[src/hdl/mrfp_pkg.sv]
// Shared types and constants for the motor report frame parser.
// No dependencies; imported by the parser core, the top level and the checker.
package mrfp_pkg;

  localparam logic [7:0] CH_DOLLAR = 8'h24;
  localparam logic [7:0] CH_HASH   = 8'h23;
  localparam logic [7:0] CH_COMMA  = 8'h2C;
  localparam logic [7:0] CH_PLUS   = 8'h2B;
  localparam logic [7:0] CH_MINUS  = 8'h2D;
  localparam logic [7:0] CH_ZERO   = 8'h30;
  localparam logic [7:0] CH_NINE   = 8'h39;
  localparam logic [7:0] CH_SPACE  = 8'h20;
  localparam logic [7:0] CH_TAB    = 8'h09;
  localparam logic [7:0] CH_LF     = 8'h0A;
  localparam logic [7:0] CH_CR     = 8'h0D;
  localparam logic [7:0] CH_NUL    = 8'h00;

  localparam logic [1:0] KIND_ALL = 2'd0;
  localparam logic [1:0] KIND_TEP = 2'd1;
  localparam logic [1:0] KIND_SPD = 2'd2;

  typedef struct packed {
    logic       start;
    logic       feed;
    logic [7:0] data;
  } parse_cmd_t;

  typedef struct packed {
    logic             ok;
    logic [3:0][15:0] values;
  } parse_res_t;

endpackage

[src/hdl/mrfp_field_parser.sv]
// Number parser for the text after a report prefix: four comma-separated integers.
// Depends on mrfp_pkg for the byte codes and the command and result structs.
module mrfp_field_parser import mrfp_pkg::*; (
  input  logic       clk,
  input  logic       rst,
  input  parse_cmd_t cmd,
  output parse_res_t res
);

  typedef enum logic [2:0] {
    PH_BEFORE,
    PH_SIGN,
    PH_DIGITS,
    PH_AFTER,
    PH_DONE,
    PH_FAIL
  } phase_t;

  localparam logic [31:0] MagCap = 32'h8000_0000;

  phase_t           phase, phase_next;
  logic [1:0]       index, index_next;
  logic             negative, negative_next;
  logic [31:0]      magnitude, magnitude_next;
  logic [3:0][15:0] values;

  logic        is_digit, is_wide, is_narrow, is_comma, is_sign;
  logic [34:0] grown;
  logic [31:0] sat_mag;
  logic [15:0] commit_val;
  logic        commit;
  logic        finishing;

  always_comb begin
    is_digit  = (cmd.data >= CH_ZERO) && (cmd.data <= CH_NINE);
    is_narrow = (cmd.data == CH_SPACE) || (cmd.data == CH_TAB) ||
                (cmd.data == CH_LF) || (cmd.data == CH_CR);
    is_wide   = (cmd.data == CH_SPACE) || ((cmd.data >= CH_TAB) && (cmd.data <= CH_CR));
    is_comma  = cmd.data == CH_COMMA;
    is_sign   = (cmd.data == CH_PLUS) || (cmd.data == CH_MINUS);
    grown     = 35'({magnitude, 3'b000}) + 35'({magnitude, 1'b0}) + 35'(cmd.data[3:0]);
    sat_mag   = (grown > 35'(MagCap)) ? MagCap : grown[31:0];
    if (negative) begin
      commit_val = 16'd0 - magnitude[15:0];
    end else begin
      commit_val = magnitude[31] ? 16'hFFFF : magnitude[15:0];
    end
  end

  always_comb begin
    phase_next     = phase;
    index_next     = index;
    negative_next  = negative;
    magnitude_next = magnitude;
    commit         = 1'b0;
    case (phase)
      PH_BEFORE: begin
        if (is_wide) begin
        end else if (is_sign) begin
          negative_next = cmd.data == CH_MINUS;
          phase_next    = PH_SIGN;
        end else if (is_digit) begin
          magnitude_next = sat_mag;
          phase_next     = PH_DIGITS;
        end else begin
          phase_next = PH_FAIL;
        end
      end
      PH_SIGN: begin
        if (is_digit) begin
          magnitude_next = sat_mag;
          phase_next     = PH_DIGITS;
        end else begin
          phase_next = PH_FAIL;
        end
      end
      PH_DIGITS: begin
        if (is_digit) begin
          magnitude_next = sat_mag;
        end else if (index == 2'd3) begin
          commit     = 1'b1;
          phase_next = PH_DONE;
        end else if (is_comma) begin
          commit     = 1'b1;
          index_next = index + 2'd1;
          phase_next = PH_BEFORE;
        end else if (is_narrow) begin
          commit     = 1'b1;
          phase_next = PH_AFTER;
        end else begin
          phase_next = PH_FAIL;
        end
      end
      PH_AFTER: begin
        if (is_narrow) begin
        end else if (is_comma) begin
          index_next = index + 2'd1;
          phase_next = PH_BEFORE;
        end else begin
          phase_next = PH_FAIL;
        end
      end
      default: begin
      end
    endcase
    if (commit) begin
      negative_next  = 1'b0;
      magnitude_next = '0;
    end
  end

  always_ff @(posedge clk) begin
    if (rst || cmd.start) begin
      phase     <= PH_BEFORE;
      index     <= '0;
      negative  <= 1'b0;
      magnitude <= '0;
      values    <= '0;
    end else if (cmd.feed) begin
      phase     <= phase_next;
      index     <= index_next;
      negative  <= negative_next;
      magnitude <= magnitude_next;
      if (commit) begin
        values[index] <= commit_val;
      end
    end
  end

  // A fourth number still in its digits is complete when the frame closes.
  always_comb begin
    finishing  = (phase == PH_DIGITS) && (index == 2'd3);
    res.ok     = (phase == PH_DONE) || finishing;
    res.values = values;
    if (finishing) begin
      res.values[3] = commit_val;
    end
  end

endmodule

[src/hdl/motor_report_frame_parser_top.sv]
// Top level of the motor report frame parser: framing, prefix match and result register.
// Depends on mrfp_pkg and mrfp_field_parser.
//
// Bytes enter at one per cycle with no gaps required. Each byte is held in an input
// register and is then folded into the frame state by a single combinational pass, so a
// report appears on the result port, from the result register, once its closing '#' has
// left the input register. While a result waits untaken, one more byte can enter the input
// register; the input then stalls until the result is taken.
module motor_report_frame_parser_top import mrfp_pkg::*; #(
  parameter int FRAME_BUFFER_LEN = 80
) (
  input  logic               clk,
  input  logic               rst,
  input  logic               in_valid,
  output logic               in_ready,
  input  logic [7:0]         rx_byte,
  output logic               out_valid,
  input  logic               out_ready,
  output logic [1:0]         packet_kind,
  output logic               values_ok,
  output logic signed [15:0] wheel_one_value,
  output logic signed [15:0] wheel_two_value,
  output logic signed [15:0] wheel_three_value,
  output logic signed [15:0] wheel_four_value,
  output logic [31:0]        frames_accepted
);

  localparam int LenW = $clog2(FRAME_BUFFER_LEN);

  logic            byte_valid;
  logic [7:0]      byte_q;
  logic            open;
  logic [LenW-1:0] length;
  logic [2:0]      mask, mask_next;
  logic            terminated;
  logic [31:0]     count;

  logic       advance, step, is_hash, in_prefix, overlong, report;
  logic [1:0] kind;
  logic       ok;
  parse_cmd_t cmd;
  parse_res_t res;

  function automatic logic [7:0] prefix_char(input logic [1:0] which, input logic [2:0] pos);
    logic [4:0][7:0] text;
    case (which)
      2'd0:    text = {":", "l", "l", "A", "M"};
      2'd1:    text = {":", "P", "E", "T", "M"};
      default: text = {":", "D", "P", "S", "M"};
    endcase
    prefix_char = (pos <= 3'd4) ? text[pos] : CH_NUL;
  endfunction

  always_comb begin
    advance   = !out_valid || out_ready;
    in_ready  = !byte_valid || advance;
    step      = byte_valid && advance;
    is_hash   = byte_q == CH_HASH;
    in_prefix = length < LenW'(5);
    overlong  = length >= LenW'(FRAME_BUFFER_LEN - 1);
    for (int i = 0; i < 3; i++) begin
      mask_next[i] = mask[i] && (prefix_char(2'(i), length[2:0]) == byte_q);
    end
    report = open && is_hash && !in_prefix && (mask != 3'b000);
    if (mask[0]) begin
      kind = KIND_ALL;
    end else if (mask[1]) begin
      kind = KIND_TEP;
    end else begin
      kind = KIND_SPD;
    end
    ok        = (kind != KIND_SPD) && res.ok;
    cmd.start = step && !open && (byte_q == CH_DOLLAR);
    cmd.feed  = step && open && !is_hash && !overlong && !in_prefix && !terminated &&
                (byte_q != CH_NUL);
    cmd.data  = byte_q;
  end

  mrfp_field_parser u_parser (
    .clk (clk),
    .rst (rst),
    .cmd (cmd),
    .res (res)
  );

  always_ff @(posedge clk) begin
    if (rst) begin
      byte_valid <= 1'b0;
      open       <= 1'b0;
      length     <= '0;
      mask       <= 3'b111;
      terminated <= 1'b0;
      count      <= '0;
      out_valid  <= 1'b0;
    end else begin
      if (in_valid && in_ready) begin
        byte_valid <= 1'b1;
        byte_q     <= rx_byte;
      end else if (step) begin
        byte_valid <= 1'b0;
      end
      if (advance) begin
        out_valid <= step && report;
      end
      if (step) begin
        if (!open) begin
          if (byte_q == CH_DOLLAR) begin
            open       <= 1'b1;
            length     <= '0;
            mask       <= 3'b111;
            terminated <= 1'b0;
          end
        end else if (is_hash || overlong) begin
          open   <= 1'b0;
          length <= '0;
          if (report) begin
            count             <= count + 32'd1;
            packet_kind       <= kind;
            values_ok         <= ok;
            wheel_one_value   <= ok ? $signed(res.values[0]) : 16'sd0;
            wheel_two_value   <= ok ? $signed(res.values[1]) : 16'sd0;
            wheel_three_value <= ok ? $signed(res.values[2]) : 16'sd0;
            wheel_four_value  <= ok ? $signed(res.values[3]) : 16'sd0;
            frames_accepted   <= count + 32'd1;
          end
        end else begin
          length <= length + LenW'(1);
          if (in_prefix) begin
            mask <= mask_next;
          end
          if (byte_q == CH_NUL) begin
            terminated <= 1'b1;
          end
        end
      end
    end
  end

endmodule

[config.mk]
export PLATFORM = sky130hd
export DESIGN_NAME = motor_report_frame_parser_top
export DESIGN_NICKNAME = d
export VERILOG_FILES = /design/src/hdl/mrfp_pkg.sv /design/src/hdl/mrfp_field_parser.sv /design/src/hdl/motor_report_frame_parser_top.sv
export SDC_FILE = /design/constraint.sdc
export NUM_CORES = 1
export LEC_CHECK = 0
export BUFFER_PORTS_ARGS = -buffer_cell sky130_fd_sc_hd__buf_2
export CORE_MARGIN = 3
export CORE_UTILIZATION = 35
export DETAILED_ROUTE_END_ITERATION = 10
export SKIP_CTS_REPAIR_TIMING = 1
export SLEW_MARGIN = 10
export SYNTH_ARGS = -nofsm -noshare
export SYNTH_HDL_FRONTEND = slang
export SYNTH_SLANG_ARGS = --single-unit
[constraint.sdc]
create_clock -name clk -period 17 [get_ports clk]
set_clock_uncertainty 0.05 [all_clocks]
set_input_delay 2.55 -clock clk [delete_from_list [all_inputs] [get_ports clk]]
set_output_delay 2.55 -clock clk [all_outputs]
set_load 0.005 [all_outputs]
# ---- After elaboration in Yosys (flattened, before gate mapping)
# Memory sizes are Yosys's and may differ from the RTL's. A register that Yosys moved wholly into a read port is not among the register bits.
# Cells that the tools add are included.
dict set report op_classes {
  add_sub_neg 6
  order_cmp 11
  n_eq_ne 28
  n_mux 66
  n_bitwise 1
  reduce_logical 62
}
# op count
set op_table {}
lappend op_table {{32-bit two-way mux} 5}
lappend op_table {{64-bit bitwise mux} 1}
lappend op_table {{16-bit two-way mux} 4}
lappend op_table {{32-bit one-hot mux with 2 select lines} 1}
lappend op_table {{3-bit two-way mux} 19}
lappend op_table {{8-bit by 6-bit equality test with 1-bit output (second input constant)} 6}
lappend op_table {{8-bit two-way mux} 6}
lappend op_table {{35-bit by 33-bit adder with 35-bit output} 1}
lappend op_table {{35-bit by 4-bit adder with 35-bit output} 1}
lappend op_table {{35-bit by 32-bit greater-than comparator with 1-bit output (second input constant)} 1}
lappend op_table {{32-bit by 1-bit adder with 32-bit output (second input constant)} 1}
lappend op_table {{16-bit demux with 2-bit select} 1}
lappend op_table {{8-bit by 4-bit equality test with 1-bit output (second input constant)} 3}
lappend op_table {{8-bit equality test} 3}
lappend op_table {{1-bit logical AND} 22}
lappend op_table {{7-bit two-way mux} 3}
lappend op_table {{4-bit AND reduction} 5}
lappend op_table {{1-bit two-way mux} 18}
lappend op_table {{1-bit by 16-bit subtractor with 16-bit output (first input constant)} 1}
lappend op_table {{5-bit AND reduction} 3}
lappend op_table {{2-bit != test (second input constant)} 7}
lappend op_table {{2-bit two-way mux} 6}
lappend op_table {{3-bit one-hot mux with 4 select lines} 1}
lappend op_table {{1-bit logical OR} 10}
lappend op_table {{29 further kinds} 45}
dict set report word_totals {
  reg_bits 255
  rom_bits 192
  out_inout_bits 101
  wordCells 200
  n_memories 3
}
# memory words word_bits read_ports rd_clocked_by_memory_dff wr line_no
set memory_table {}
lappend memory_table {{(name not given)} 8 8 1 1 0 motor_report_frame_parser_top.sv:51} ;# prefix_char = (pos <= 3'd4) ? text[pos] : CH_NUL;
lappend memory_table {{(name not given)} 8 8 1 1 0 motor_report_frame_parser_top.sv:51}
lappend memory_table {{(name not given)} 8 8 1 1 0 motor_report_frame_parser_top.sv:51}

# ---- Logic depth before layout (Yosys ltp)
dict set report logic_depth {
  ltp_word 11
  depth_mapped 16
  ltp_nobuf 14
}

# ---- Hierarchy
# Synthesis repeated with hierarchy kept, for this count alone.
dict set report hier_totals {
  cells_unflattened 1517
  area_unflattened_um2 14387.5
}
# module n_inst cells_per_inst area_per_inst_um2 seq_area_each_um2
set modules_own_cells {}
lappend modules_own_cells {motor_report_frame_parser_top 1 637 7265.7 4414.2}
lappend modules_own_cells {mrfp_field_parser 1 880 7121.8 2042.0}

# ---- Worst setup path before layout
# Ideal clock, no wire load.
dict set report synth_path {
  path_kind {input -> register}
  start {in out_ready}
  end {reg frames_accepted[0] (enable)}
  setup_time_ns 0.799
  arrival_ns 12.329
  t_required_ns 16.151
  slack_ns 3.822
  stages 4
  n_path_buf 0
  cell_sequence {nand2b_1 > and3_1 > nand2_1 > nor4_1}
}
dict set report synth_between {
  elab_chain_cells 3
}
# item line_no
set synth_lines {}
lappend synth_lines {{start: declaration} motor_report_frame_parser_top.sv:18} ;# input logic out_ready,
lappend synth_lines {{1-bit logical OR} motor_report_frame_parser_top.sv:55} ;# advance = !out_valid || out_ready;
lappend synth_lines {{1-bit logical AND} motor_report_frame_parser_top.sv:57} ;# step = byte_valid && advance;
lappend synth_lines {{5-bit AND reduction (no source line)} --}
lappend synth_lines {{end signal: assignment} motor_report_frame_parser_top.sv:124} ;# frames_accepted <= count + 32'd1;
lappend synth_lines {{end: declaration} motor_report_frame_parser_top.sv:25} ;# output logic [31:0] frames_accepted
# Every way passes these cells.
# A chain may end at the register's enable or synchronous reset.

# ---- Final worst setup path
dict set report layout_path {
  start {in out_ready}
  end {out in_ready}
}
dict set report layout_between {
  elab_chain_cells 2
}
# item line_no
set layout_lines {}
lappend layout_lines {{1-bit logical OR} motor_report_frame_parser_top.sv:55}
lappend layout_lines {{1-bit logical OR} motor_report_frame_parser_top.sv:56} ;# in_ready = !byte_valid || advance;
lappend layout_lines {{end: declaration} motor_report_frame_parser_top.sv:15} ;# output logic in_ready,
# Every way passes these cells.

==> metrics.yaml <==
outcome: "completed"
seq_power_share_pct: 53.0
start_kind: "input port"
final_max_slew_viol_count: 0
cp.required_ps: 14400
switchingPower_mw: 0.268
min_path_type: "reg2reg"
hpwl_um: 23000
io_buffers: 112
cts_buffers: 28
cts_tree: "yes"
synth_area_leaders: "dfxtp_1 23%, edfxtp_1 23%, ha_1 6.8%"
core_um2: 38800
globalRoute.totalOverflow: 0
leakage_nw: 6.16
via_count: 10900
comb_power_share_pct: 1.5
async_reset_ff_share_pct: 0
fillCellCount: 3818
worstMarginPinSlew_ps: 1100
synth_flop_cell: "dfxtp_1"
crit_fanout: 2
multi_input_area_um2: 6940
synth_top_cell_by_area: "dfxtp_1"
cp_common_cell: "buf_2"
gp_congestion: 0.878
timing.final.crit_share_pct: 33.0
p_per_area_nw_per_um2: 81.0
cp_slowest_cell: "nor2b_1"
antenna_found_initial: 0
diodes: 0
yosysWarningCount: 0
final_hold_viol_count: 0
synth.most_common_cell: "nand2_1"
cts_max_path_buffers: 3
layout-drive-gt1-share_pct: 12.0
drt_pass1_iterations: 5
cap_violations: 0
synth_edf_count: 107
crit_type: "in2out"
io_pins: 113
syn2layout_area_growth_pct: 13.3
wl_per_cell_um: 15.4
clk_pin_slew_ps: 60
ys_ff_latch: 269
setup_viol: 0
seq_area_frac_synth_pct: 46.7
synth.distinct_cells: 75
avgSynthCellArea_um2: 9.21
clock_latency_ps: 560
path_delay_family: "buffers and inverters"
grt_max_degree: 77
seq_area_um2: 6460
p_sw_share_pct: 21.1
p_total_mw: 1.27
first_global_vias: 10400
vdd_drop_max_v: 0.0000720
cp.arrival_ps: 3020
dp_cells: 2061
dieArea_um2: 41900
ant_nets: 0
drc_errors: 0
drt_iter0_markers: 495
fmax_mhz: 178
path_buf_inv: 2
grt_pass1_wl_um: 52900
cts_root_buffer: "clkbuf_16"
endpoint_kind: "output pin"
clockPowerShare_pct: 45.5
path_cells: "buf_2 -> nor2b_1 -> nand2_1 -> buf_2"
final_net_count: 1662
die_y_um: 205
synth_nets: 1590
cpPeakStageDelay_ps: 140
std_cell_rows: 72
wl_um: 32400
cts_max_level: 1
vias_per_cell: 5.16
fin_tns_setup_ps: 0
slew_headroom_pct: 25.7
layout.cells.non_filler: 2113
synth_commonest_cells: "246 x nand2_1, 162 x dfxtp_1, 147 x a21oi_1, 125 x nor2_1, 107 x edfxtp_1"
synth_cells: 1501
grt_use_total_pct: 15.1
syn-cell-area_um2: 13800
yosysTopAreaCellShare_pct: 23.5
initial_utilization_pct: 35.6
power.internal_mw: 0.999
rsz0062_at_grt: "no"
die_x_um: 205
cts.sinks: 269
fin_crit_ps: 5620
worst paths after layout:
check	slack, ps	to	cells after the start	start
setup / recovery	11380	in_ready	4	out_ready
hold / removal	400	u_parser.res[33]	2	u_parser.res[33]
setup reg to reg	11910	u_parser.magnitude[19]	14	byte_q[3]
hold reg to reg	400	u_parser.res[33]	2	u_parser.res[33]
flip-flops by register name, summed over array words and instances, names as in the netlist, 32 cells and up, named ones only:
register / flops
u_parser.magnitude: 32
u_parser.res: 48
count: 32
frames_accepted: 32
cell families after synthesis:
kind of cell	count (synthesis)	share of synthesized area, %
flops	269	46.7
mux	3	0.217
xor+xnor	93	5.90
buf+inv	110	3.21
compound gates	350	16.2
fa+ha+maj	77	7.08
simple gates	599	20.7
cell type report:
class | count | area share, %
Inverter | 32 | 0.768
Clock buffer | 39 | 4.80
Sequential cell | 269 | 41.3
Multi-Input combinational cell | 1122 | 44.4
Tap cell | 518 | 4.14
Timing Repair Buffer | 120 | 3.97
Clock inverter | 13 | 0.696
per-layer routing:
metal,share of wire (%),vias up,track usage (%)
met3,4.6,50,2.15
met1,48,5133,21.1
met4,2.1,0,4.40
met5,0,-,0
li1,-,5482,-
met2,46,229,24.4
stage by stage:
step | hold WS [ps] | instance area, µm² | setup WS (ps) | utilization [%]
floorplan | 378 | 13800 | 3820 | -
global placement | 390 | 14800 | 11380 | 38.1
detailed placement | 394 | 14800 | 11380 | 38.1
CTS | 402 | 15700 | 11380 | 40.3
global route | 426 | 15700 | 11300 | 40.3
finish | 399 | 15700 | 11380 | 40.3
cells in the final DEF, fill, tap and decap left out, types with 11 or more instances in the layout:
| cell type | n |
|---|---|
| nor2b_1 | 11 |
| nand4_1 | 20 |
| and3_1 | 12 |
| a21oi_1 | 146 |
| nor4_1 | 12 |
| dfxtp_1 | 162 |
| and2_1 | 55 |
| a211oi_1 | 16 |
| or3_1 | 20 |
| o21ai_0 | 60 |
| xnor2_1 | 47 |
| buf_2 | 112 |
| a31oi_1 | 16 |
| nand2_1 | 246 |
| nor2_1 | 125 |
| xor2_1 | 46 |
| edfxtp_1 | 107 |
| ha_1 | 75 |
| nor3_1 | 23 |
| clkbuf_16 | 28 |
| a32o_1 | 22 |
| inv_1 | 32 |
| nand3_1 | 26 |
power by group through the flow:
stage	registers (mW)	logic, mW	clock network, mW
final	0.672	0.0188	0.577
after global routing	0.672	0.0212	0.617
after CTS	0.672	0.0188	0.592
after global placement	0.686	0.0186	0
after detailed placement	0.686	0.0187	0
after floorplan	0.682	0.0159	0
worst reg2reg max path: cells and delay by family (launching register included):
family | cells | cell delay, ps
AOI/OAI and AO/OA | 5 | 1980
adders and majority gates | 2 | 1070
buffers and inverters | 2 | 420
and+or+nand+nor | 5 | 830
DFF | 1 | 620
No activity file was read; power rests on OpenSTA's default activity.
